File: config.mk
export PLATFORM = sky130hd
export DESIGN_NAME = xid_frame_field_extractor
export DESIGN_NICKNAME = d
export VERILOG_FILES = /design/src/design/xffe_pkg.sv /design/src/design/xffe_parser.sv /design/src/design/xffe_out_reg.sv /design/src/design/xid_frame_field_extractor.sv
export SDC_FILE = /design/constraint.sdc
export NUM_CORES = 1
export LEC_CHECK = 0
export CAP_MARGIN = 20
export CORE_AREA = 3 3 123 125
export CTS_CLUSTER_DIAMETER = 50
export CTS_CLUSTER_SIZE = 16
export DETAILED_ROUTE_END_ITERATION = 6
export DIE_AREA = 0 0 126 128
export DONT_BUFFER_PORTS = 1
export GPL_ROUTABILITY_DRIVEN = 0
export PLACE_DENSITY = 0.75
export SLEW_MARGIN = 20
export SYNTH_ARGS = -nofsm -noshare
export SYNTH_HDL_FRONTEND = slang
export SYNTH_SLANG_ARGS = --single-unit
export TNS_END_PERCENT = 100
File: constraint.sdc
create_clock -name clk -period 9.7 [get_ports clk]
set_input_delay 1.455 -clock clk [delete_from_list [all_inputs] [get_ports clk]]
set_output_delay 1.455 -clock clk [all_outputs]
set_load 0.02 [all_outputs]
File: src/design/xffe_pkg.sv
// ----------------------------------------------------------------------------
// xffe_pkg
// Shared types and constants for the XID frame field extractor.
// ----------------------------------------------------------------------------
package xffe_pkg;

  // Group and parameter identifiers
  localparam logic [7:0] GRP_PUBLIC  = 8'h80;
  localparam logic [7:0] GRP_PRIVATE = 8'hf0;
  localparam logic [7:0] PAR_DEST    = 8'h83;
  localparam logic [7:0] PAR_POS     = 8'h84;

  // Bytes a parameter must carry before it is captured
  localparam int unsigned CAPTURE_BYTES = 4;

  // Parser phase
  typedef enum logic [2:0] {
    PH_GID,
    PH_GLENHI,
    PH_GLENLO,
    PH_GSKIP,
    PH_PID,
    PH_PLEN,
    PH_PDATA,
    PH_DONE
  } phase_t;

  // Kind of the parameter being walked
  typedef enum logic [1:0] {
    PK_OTHER,
    PK_DEST,
    PK_POS
  } param_kind_t;

  // Input request: one byte of the XID information field
  typedef struct packed {
    logic [7:0] data_byte;
    logic       last_byte;
  } in_t;

  // Result request: one per frame
  typedef struct packed {
    logic               private_found;
    logic               dest_valid;
    logic [31:0]        dest_airport;
    logic               pos_valid;
    logic signed [11:0] latitude_tenths;
    logic signed [11:0] longitude_tenths;
    logic [7:0]         altitude_kft;
  } out_t;

endpackage

File: src/design/xffe_parser.sv
// ----------------------------------------------------------------------------
// xffe_parser
// Group/parameter walker: holds the parse state and forms the frame result.
// ----------------------------------------------------------------------------
module xffe_parser (
  input  logic          clk,
  input  logic          rst,
  input  logic          step,
  input  xffe_pkg::in_t req,
  output xffe_pkg::out_t res
);
  import xffe_pkg::*;

  phase_t      phase, phase_next;
  logic        grp_priv, grp_priv_next;
  logic [15:0] grp_rem, grp_rem_next;
  param_kind_t pkind, pkind_next;
  logic [7:0]  par_rem, par_rem_next;
  logic [2:0]  par_idx, par_idx_next;
  logic [31:0] stage, stage_next;
  logic [31:0] dest_shift, dest_shift_next;
  logic [31:0] pos_bytes, pos_bytes_next;
  logic        f_priv, f_priv_next;
  logic        f_dest, f_dest_next;
  logic        f_pos, f_pos_next;

  logic [7:0]  b;
  logic        finish;
  logic        pv;

  assign b = req.data_byte;

  always_comb begin
    phase_next      = phase;
    grp_priv_next   = grp_priv;
    grp_rem_next    = grp_rem;
    pkind_next      = pkind;
    par_rem_next    = par_rem;
    par_idx_next    = par_idx;
    stage_next      = stage;
    dest_shift_next = dest_shift;
    pos_bytes_next  = pos_bytes;
    f_priv_next     = f_priv;
    f_dest_next     = f_dest;
    f_pos_next      = f_pos;
    finish          = 1'b0;

    if (step) begin
      unique case (phase)
        PH_GID: begin
          grp_priv_next = (b == GRP_PRIVATE);
          if (b == GRP_PRIVATE) begin
            f_priv_next = 1'b1;
          end
          phase_next = PH_GLENHI;
        end
        PH_GLENHI: begin
          grp_rem_next = {b, 8'h00};
          phase_next   = PH_GLENLO;
        end
        PH_GLENLO: begin
          grp_rem_next = {grp_rem[15:8], b};
          if (grp_priv) begin
            phase_next = (grp_rem_next != 16'd0) ? PH_PID : PH_DONE;
          end else begin
            phase_next = (grp_rem_next != 16'd0) ? PH_GSKIP : PH_GID;
          end
        end
        PH_GSKIP: begin
          grp_rem_next = grp_rem - 16'd1;
          if (grp_rem == 16'd1) begin
            phase_next = PH_GID;
          end
        end
        PH_PID: begin
          if (b == PAR_DEST) begin
            pkind_next = PK_DEST;
          end else if (b == PAR_POS) begin
            pkind_next = PK_POS;
          end else begin
            pkind_next = PK_OTHER;
          end
          grp_rem_next = grp_rem - 16'd1;
          phase_next   = (grp_rem != 16'd1) ? PH_PLEN : PH_DONE;
        end
        PH_PLEN: begin
          // zero-length parameter has no bytes, so nothing is captured
          par_rem_next = b;
          par_idx_next = 3'd0;
          stage_next   = 32'd0;
          grp_rem_next = grp_rem - 16'd1;
          if (grp_rem == 16'd1) begin
            phase_next = PH_DONE;
          end else if (b == 8'd0) begin
            phase_next = PH_PID;
          end else begin
            phase_next = PH_PDATA;
          end
        end
        PH_PDATA: begin
          if (par_idx < 3'(CAPTURE_BYTES)) begin
            case (par_idx[1:0])
              2'd0:    stage_next[31:24] = b;
              2'd1:    stage_next[23:16] = b;
              2'd2:    stage_next[15:8]  = b;
              default: stage_next[7:0]   = b;
            endcase
            par_idx_next = par_idx + 3'd1;
          end
          par_rem_next = par_rem - 8'd1;
          grp_rem_next = grp_rem - 16'd1;
          if (par_rem == 8'd1) begin
            finish     = 1'b1;
            phase_next = (grp_rem != 16'd1) ? PH_PID : PH_DONE;
          end else if (grp_rem == 16'd1) begin
            // group ended mid-parameter: dropped
            phase_next = PH_DONE;
          end
        end
        PH_DONE: begin
          phase_next = PH_DONE;
        end
        default: begin
          phase_next = PH_DONE;
        end
      endcase
    end

    if (finish && (par_idx_next >= 3'(CAPTURE_BYTES))) begin
      if (pkind == PK_DEST) begin
        dest_shift_next = stage_next;
        f_dest_next     = 1'b1;
      end else if (pkind == PK_POS) begin
        pos_bytes_next = stage_next;
        f_pos_next     = 1'b1;
      end
    end

    pv = f_pos_next && (pos_bytes_next[31:8] != 24'd0);

    res.private_found    = f_priv_next;
    res.dest_valid       = f_dest_next;
    res.dest_airport     = f_dest_next ? dest_shift_next : 32'd0;
    res.pos_valid        = pv;
    res.latitude_tenths  = pv ? pos_bytes_next[31:20] : 12'sd0;
    res.longitude_tenths = pv ? pos_bytes_next[19:8] : 12'sd0;
    res.altitude_kft     = pv ? pos_bytes_next[7:0] : 8'd0;
  end

  // Control state: cleared by reset and at the end of each frame
  always_ff @(posedge clk) begin
    if (rst || (step && req.last_byte)) begin
      phase    <= PH_GID;
      grp_priv <= 1'b0;
      grp_rem  <= 16'd0;
      pkind    <= PK_OTHER;
      par_rem  <= 8'd0;
      par_idx  <= 3'd0;
      f_priv   <= 1'b0;
      f_dest   <= 1'b0;
      f_pos    <= 1'b0;
    end else begin
      phase    <= phase_next;
      grp_priv <= grp_priv_next;
      grp_rem  <= grp_rem_next;
      pkind    <= pkind_next;
      par_rem  <= par_rem_next;
      par_idx  <= par_idx_next;
      f_priv   <= f_priv_next;
      f_dest   <= f_dest_next;
      f_pos    <= f_pos_next;
    end
  end

  // Data: only read under a flag or after being set in PH_PLEN
  always_ff @(posedge clk) begin
    stage      <= stage_next;
    dest_shift <= dest_shift_next;
    pos_bytes  <= pos_bytes_next;
  end

endmodule

File: src/design/xffe_out_reg.sv
// ----------------------------------------------------------------------------
// xffe_out_reg
// Result register: holds one frame result until the consumer takes it.
// ----------------------------------------------------------------------------
module xffe_out_reg (
  input  logic           clk,
  input  logic           rst,
  input  logic           load,
  input  xffe_pkg::out_t load_data,
  output logic           valid,
  input  logic           stall,
  output xffe_pkg::out_t data
);
  import xffe_pkg::*;

  always_ff @(posedge clk) begin
    if (rst) begin
      valid <= 1'b0;
    end else if (load) begin
      valid <= 1'b1;
    end else if (!stall) begin
      valid <= 1'b0;
    end
  end

  always_ff @(posedge clk) begin
    if (load) begin
      data <= load_data;
    end
  end

endmodule

File: src/design/xid_frame_field_extractor.sv
// ----------------------------------------------------------------------------
// xid_frame_field_extractor
// Walks an XID information field byte by byte and reports destination
// airport and aircraft position from the first private parameter group.
// ----------------------------------------------------------------------------
// One byte request is taken every clock cycle unless byte_stall is raised.
// Each byte updates the parse state in the same cycle it is accepted; the
// byte marked last_byte also loads the frame result into the output
// register, so the result shows in the cycle after that byte and the parser
// is back at the start of a new frame on the very next cycle. Only one
// register level (parse state to result register) sets the rate. While a
// result is held under result_stall, the block keeps taking bytes of the
// next frame and only stalls a last byte, since that one needs the result
// register. Groups 0x80 and unknown groups are skipped by length; the first
// 0xf0 group is walked as parameters (0x83 destination, 0x84 position) and
// everything after it is ignored. A parameter shorter than four bytes, or
// cut off by its group or the frame end, is not captured; the last complete
// capture wins. Result fields that are not valid read as zero.
// ----------------------------------------------------------------------------
module xid_frame_field_extractor (
  input  logic           clk,
  input  logic           rst,
  input  logic           byte_valid,
  output logic           byte_stall,
  input  xffe_pkg::in_t  byte_req,
  output logic           result_valid,
  input  logic           result_stall,
  output xffe_pkg::out_t result
);
  import xffe_pkg::*;

  logic accept;
  out_t frame_res;

  // Last byte needs a free (or draining) result register
  assign byte_stall = result_valid && result_stall && byte_req.last_byte;
  assign accept     = byte_valid && !byte_stall;

  xffe_parser u_parser (
    .clk  (clk),
    .rst  (rst),
    .step (accept),
    .req  (byte_req),
    .res  (frame_res)
  );

  xffe_out_reg u_out_reg (
    .clk       (clk),
    .rst       (rst),
    .load      (accept && byte_req.last_byte),
    .load_data (frame_res),
    .valid     (result_valid),
    .stall     (result_stall),
    .data      (result)
  );

endmodule

==> results.yml <==
floorplanning:
  die_w_um: 126
  core_area_um2: 14000
  die_area_um2: 16100
  rows: 43
  fp.dieH_um: 128
  start_util_pct: 60.7
  ios: 82
place:
  place_area_um2: 8550
  port_buffers: 0
  dp_hpwl_um: 14000
synth:
  synth-seq-cells: 200
  synth_seq_area_share_pct: 55.1
  yosys.area_share.adder_pct: 1.62
  synth_cells: 894
  synth_top_family_by_area: "simple AND/OR/NAND/NOR gates"
  synth_compound_area_share_pct: 15.9
  synth_simple_gate_area_share_pct: 21.1
  syn_area_um2: 8480
  synth_area_per_cell_um2: 9.49
  synth_nets: 918
  async_reset_ff_share_pct: 0
  synthFlopType: "dfxtp_1"
  yosys.area_share.xor_xnor_pct: 0.619
  netlist-cell-type-count: 56
  synthMuxAreaShare_pct: 1.33
  synth-edff-count: 67
  yosysWarnings: 0
setup_path:
  crit_chain: "nand3_2 -> inv_1 -> or4_4 -> a221o_1 -> nor4_1 -> a31oi_1 -> nor4_4 -> nor2_1"
  critical_path_arrival_ns: 4.28
  cp_slowest_stage_delay_ns: 0.78
  crit_start: "result_stall"
  crit_end: "u_out_reg.data[0]$_SDFFCE_PN0P_"
  crit_type: "input pin to flip-flop"
  rr_endpoint: "u_out_reg.data[0]$_SDFFCE_PN0P_"
  required_ns: 9.87
  end_kind: "flip-flop"
  r2r-start: "u_parser.phase[1]$_SDFFE_PP0P_"
  worst-path-max-fanout: 30
  slowest_stage: "or4_4"
  r2r_slack_ns: 6.09
  r2r_cells: 9
  cp-start-kind: "input pin"
final_layout:
  multi_input_area_um2: 3450
  fillers: 1136
  regArea_um2: 4670
  final_cell_area_um2: 9130
  syn_to_final_growth_pct: 7.61
  final_layout_size_suffix_gt1_share_pct: 7.28
  diodes: 0
  nets: 890
flow_run:
  cap_violations: 0
power:
  power.density_nw_per_um2: 182
  seqPwrFrac_pct: 54.9
  peakVddDrop_uv: 90.8
  pwr-share-clk_pct: 41.1
  power.leakage_nw: 3.31
  switchingPower_mw: 0.393
  finalPower_mw: 1.66
  combPwrFrac_pct: 4.0
  intPower_mw: 1.27
  switching_share_pct: 23.6
global_route:
  grt_pass1_vias: 6339
  grt_max_degree: 70
  grt_first_pass_wirelength_um: 33800
  grt_usage_pct: 26.3
  antenna_found_initial: 0
  overflow: 0
hold_path:
  hp-class: "flip-flop to flip-flop"
  holdPathStages: 2
run_status:
  outcome: "finished, violations left"
  violations: "DRC"
timing:
  skew_ns: 0.0129
  period_needed_ns: 4.11
  hold_viol_final: 0
  slew_headroom_pct: 29.5
  final_max_slew_viol_count: 0
  timing.final.crit_share_pct: 42.4
  setup_violations: 0
  holdWs_ns: 0.457
  worst_pin_slew_ns: 1.05
  rsz0062_at_grt: "no"
  fin_setup_tns_ns: 0
  max_clock_freq_ghz: 0.243
route:
  drt_iter0_drc: 1029
  drc: 12
  via_per_inst: 6.28
  vias: 6652
  wirelength_um: 20900
  dr.pass1.iters: 7
  wl_per_cell_um: 19.7
  ant_nets: 0
clock_network:
  cts_sinks: 200
  tritoncts: "yes"
  clockRootBuffer: "clkbuf_16"
  h-tree-depth: 4
  clkSlewWorstSetupHoldPaths_ns: 0.07
  post_cts_resized: 0
  clk_latency_ns: 0.44
  post_cts_buffers: 0
  cts.path.max_buffers: 2
  hold_buffers: 0
  cts-buffers-inserted: 17
-- worst max-delay path: cells and delay by family --
| family | cells | cell delay, ns |
|---|---|---|
| simple gates | 5 | 1.83 |
| compound gates | 2 | 0.64 |
| buf+inv | 1 | 0.34 |
-- flip-flops by register name, summed over array words and instances (netlist names), 2 cells and up, named ones only --
| name | count |
|---|---|
| u_parser.pos_bytes | 32 |
| u_parser.phase | 3 |
| u_out_reg.data | 67 |
| u_parser.stage | 32 |
| u_parser.grp_rem | 16 |
| u_parser.par_rem | 8 |
| u_parser.pkind | 2 |
| u_parser.dest_shift | 32 |
-- area by class of cell --
cell class	instances	share of cell area (%)
clock buffers	20	4.89
clock inverters	12	1.34
inverters	43	1.77
multi-input cells	597	37.8
flip-flops and latches	200	51.2
well taps	180	2.47
repair buffers	7	0.576
-- metrics by stage --
stage | util (%) | cells | worst slack, ns
after detailed placement | 61.2 | 1027 | 4.93
after global placement | 61.2 | 1027 | 5.10
after floorplan | - | 894 | 5.37
final | 65.3 | 1059 | 5.59
after global routing | 65.3 | 1059 | 5.40
after CTS | 65.2 | 1059 | 5.37
-- kinds of logic after synthesis --
family,after synthesis
AOI/OAI and AO/OA,213
DFF,200
muxes,10
adders and majority gates,11
xor gates and xnor gates,6
buffers and inverters,97
and+or+nand+nor,357
-- synthesized netlist by cell type (all sizes together) (5+ instances only) --
cell type,n,area [um^2]
xnor2,5,43.8
o21ai,84,420
inv,43,161
edfxtp,67,2010
nor2b,5,31.3
buf,9,40.0
nand3b,5,37.5
o221a,5,56.3
and2,56,350
nand2,105,394
nand2b,13,81.3
nand3,26,135
nor3,18,90.1
or4,9,71.3
dfxtp,133,2660
a22oi,30,225
a211oi,8,60.1
ha,11,138
nor2,79,297
a31oi,6,37.5
a21oi,44,220
clkbuf,45,169
mux2,10,113
nor4,19,149
-- cells in the final DEF, fill, tap and decap left out, drive strengths merged, types with 4 or more instances in the layout --
master / netlist / layout
a32oi: 4 / 4
or3: 4 / 4
nor4: 19 / 19
or2: 4 / 4
nand2: 105 / 105
o2bb2ai: 4 / 4
buf: 9 / 7
nor3: 18 / 18
o41ai: 4 / 4
nand4: 4 / 4
dfxtp: 133 / 133
nand4b: 4 / 4
clkinv: 0 / 4
ha: 11 / 11
edfxtp: 67 / 67
nor2b: 5 / 5
clkinvlp: 0 / 4
a31oi: 6 / 6
a21oi: 44 / 44
o221a: 5 / 5
a21o: 4 / 4
inv: 43 / 46
mux2: 10 / 10
a22oi: 30 / 30
nand2b: 13 / 13
o21ai: 84 / 84
nand3: 26 / 26
nand3b: 5 / 5
and2: 56 / 56
or4: 9 / 9
nor2: 79 / 79
xnor2: 5 / 5
clkbuf: 45 / 20
a211oi: 8 / 8
-- layer usage --
metal | track usage, % | wire length [um]
met1 | 36.1 | 8930
met4 | 9.53 | 412
met2 | 40.9 | 9510
met3 | 6.33 | 2070
met5 | 0 | 0
-- worst min path at each step --
stage,startpoint,end
final,u_parser.dest_shift[3]$_DFF_P_,u_parser.dest_shift[3]$_DFF_P_
after CTS,u_parser.dest_shift[3]$_DFF_P_,u_parser.dest_shift[3]$_DFF_P_
after global placement,u_parser.dest_shift[28]$_DFF_P_,u_parser.dest_shift[28]$_DFF_P_
after floorplan,u_parser.dest_shift[28]$_DFF_P_,u_parser.dest_shift[28]$_DFF_P_
after global routing,u_parser.dest_shift[28]$_DFF_P_,u_parser.dest_shift[28]$_DFF_P_
after detailed placement,u_parser.dest_shift[3]$_DFF_P_,u_parser.dest_shift[3]$_DFF_P_
-- power by group through the flow --
| stage | registers (mW) | clock network [mW] | logic (mW) |
|---|---|---|---|
| after floorplan | 0.927 | 0 | 0.0549 |
| after global placement | 0.931 | 0 | 0.0616 |
| after detailed placement | 0.933 | 0 | 0.0643 |
| after CTS | 0.914 | 0.690 | 0.0648 |
| after global routing | 0.915 | 0.726 | 0.0733 |
| final | 0.914 | 0.684 | 0.0664 |
(Power assumes the default switching activity.)
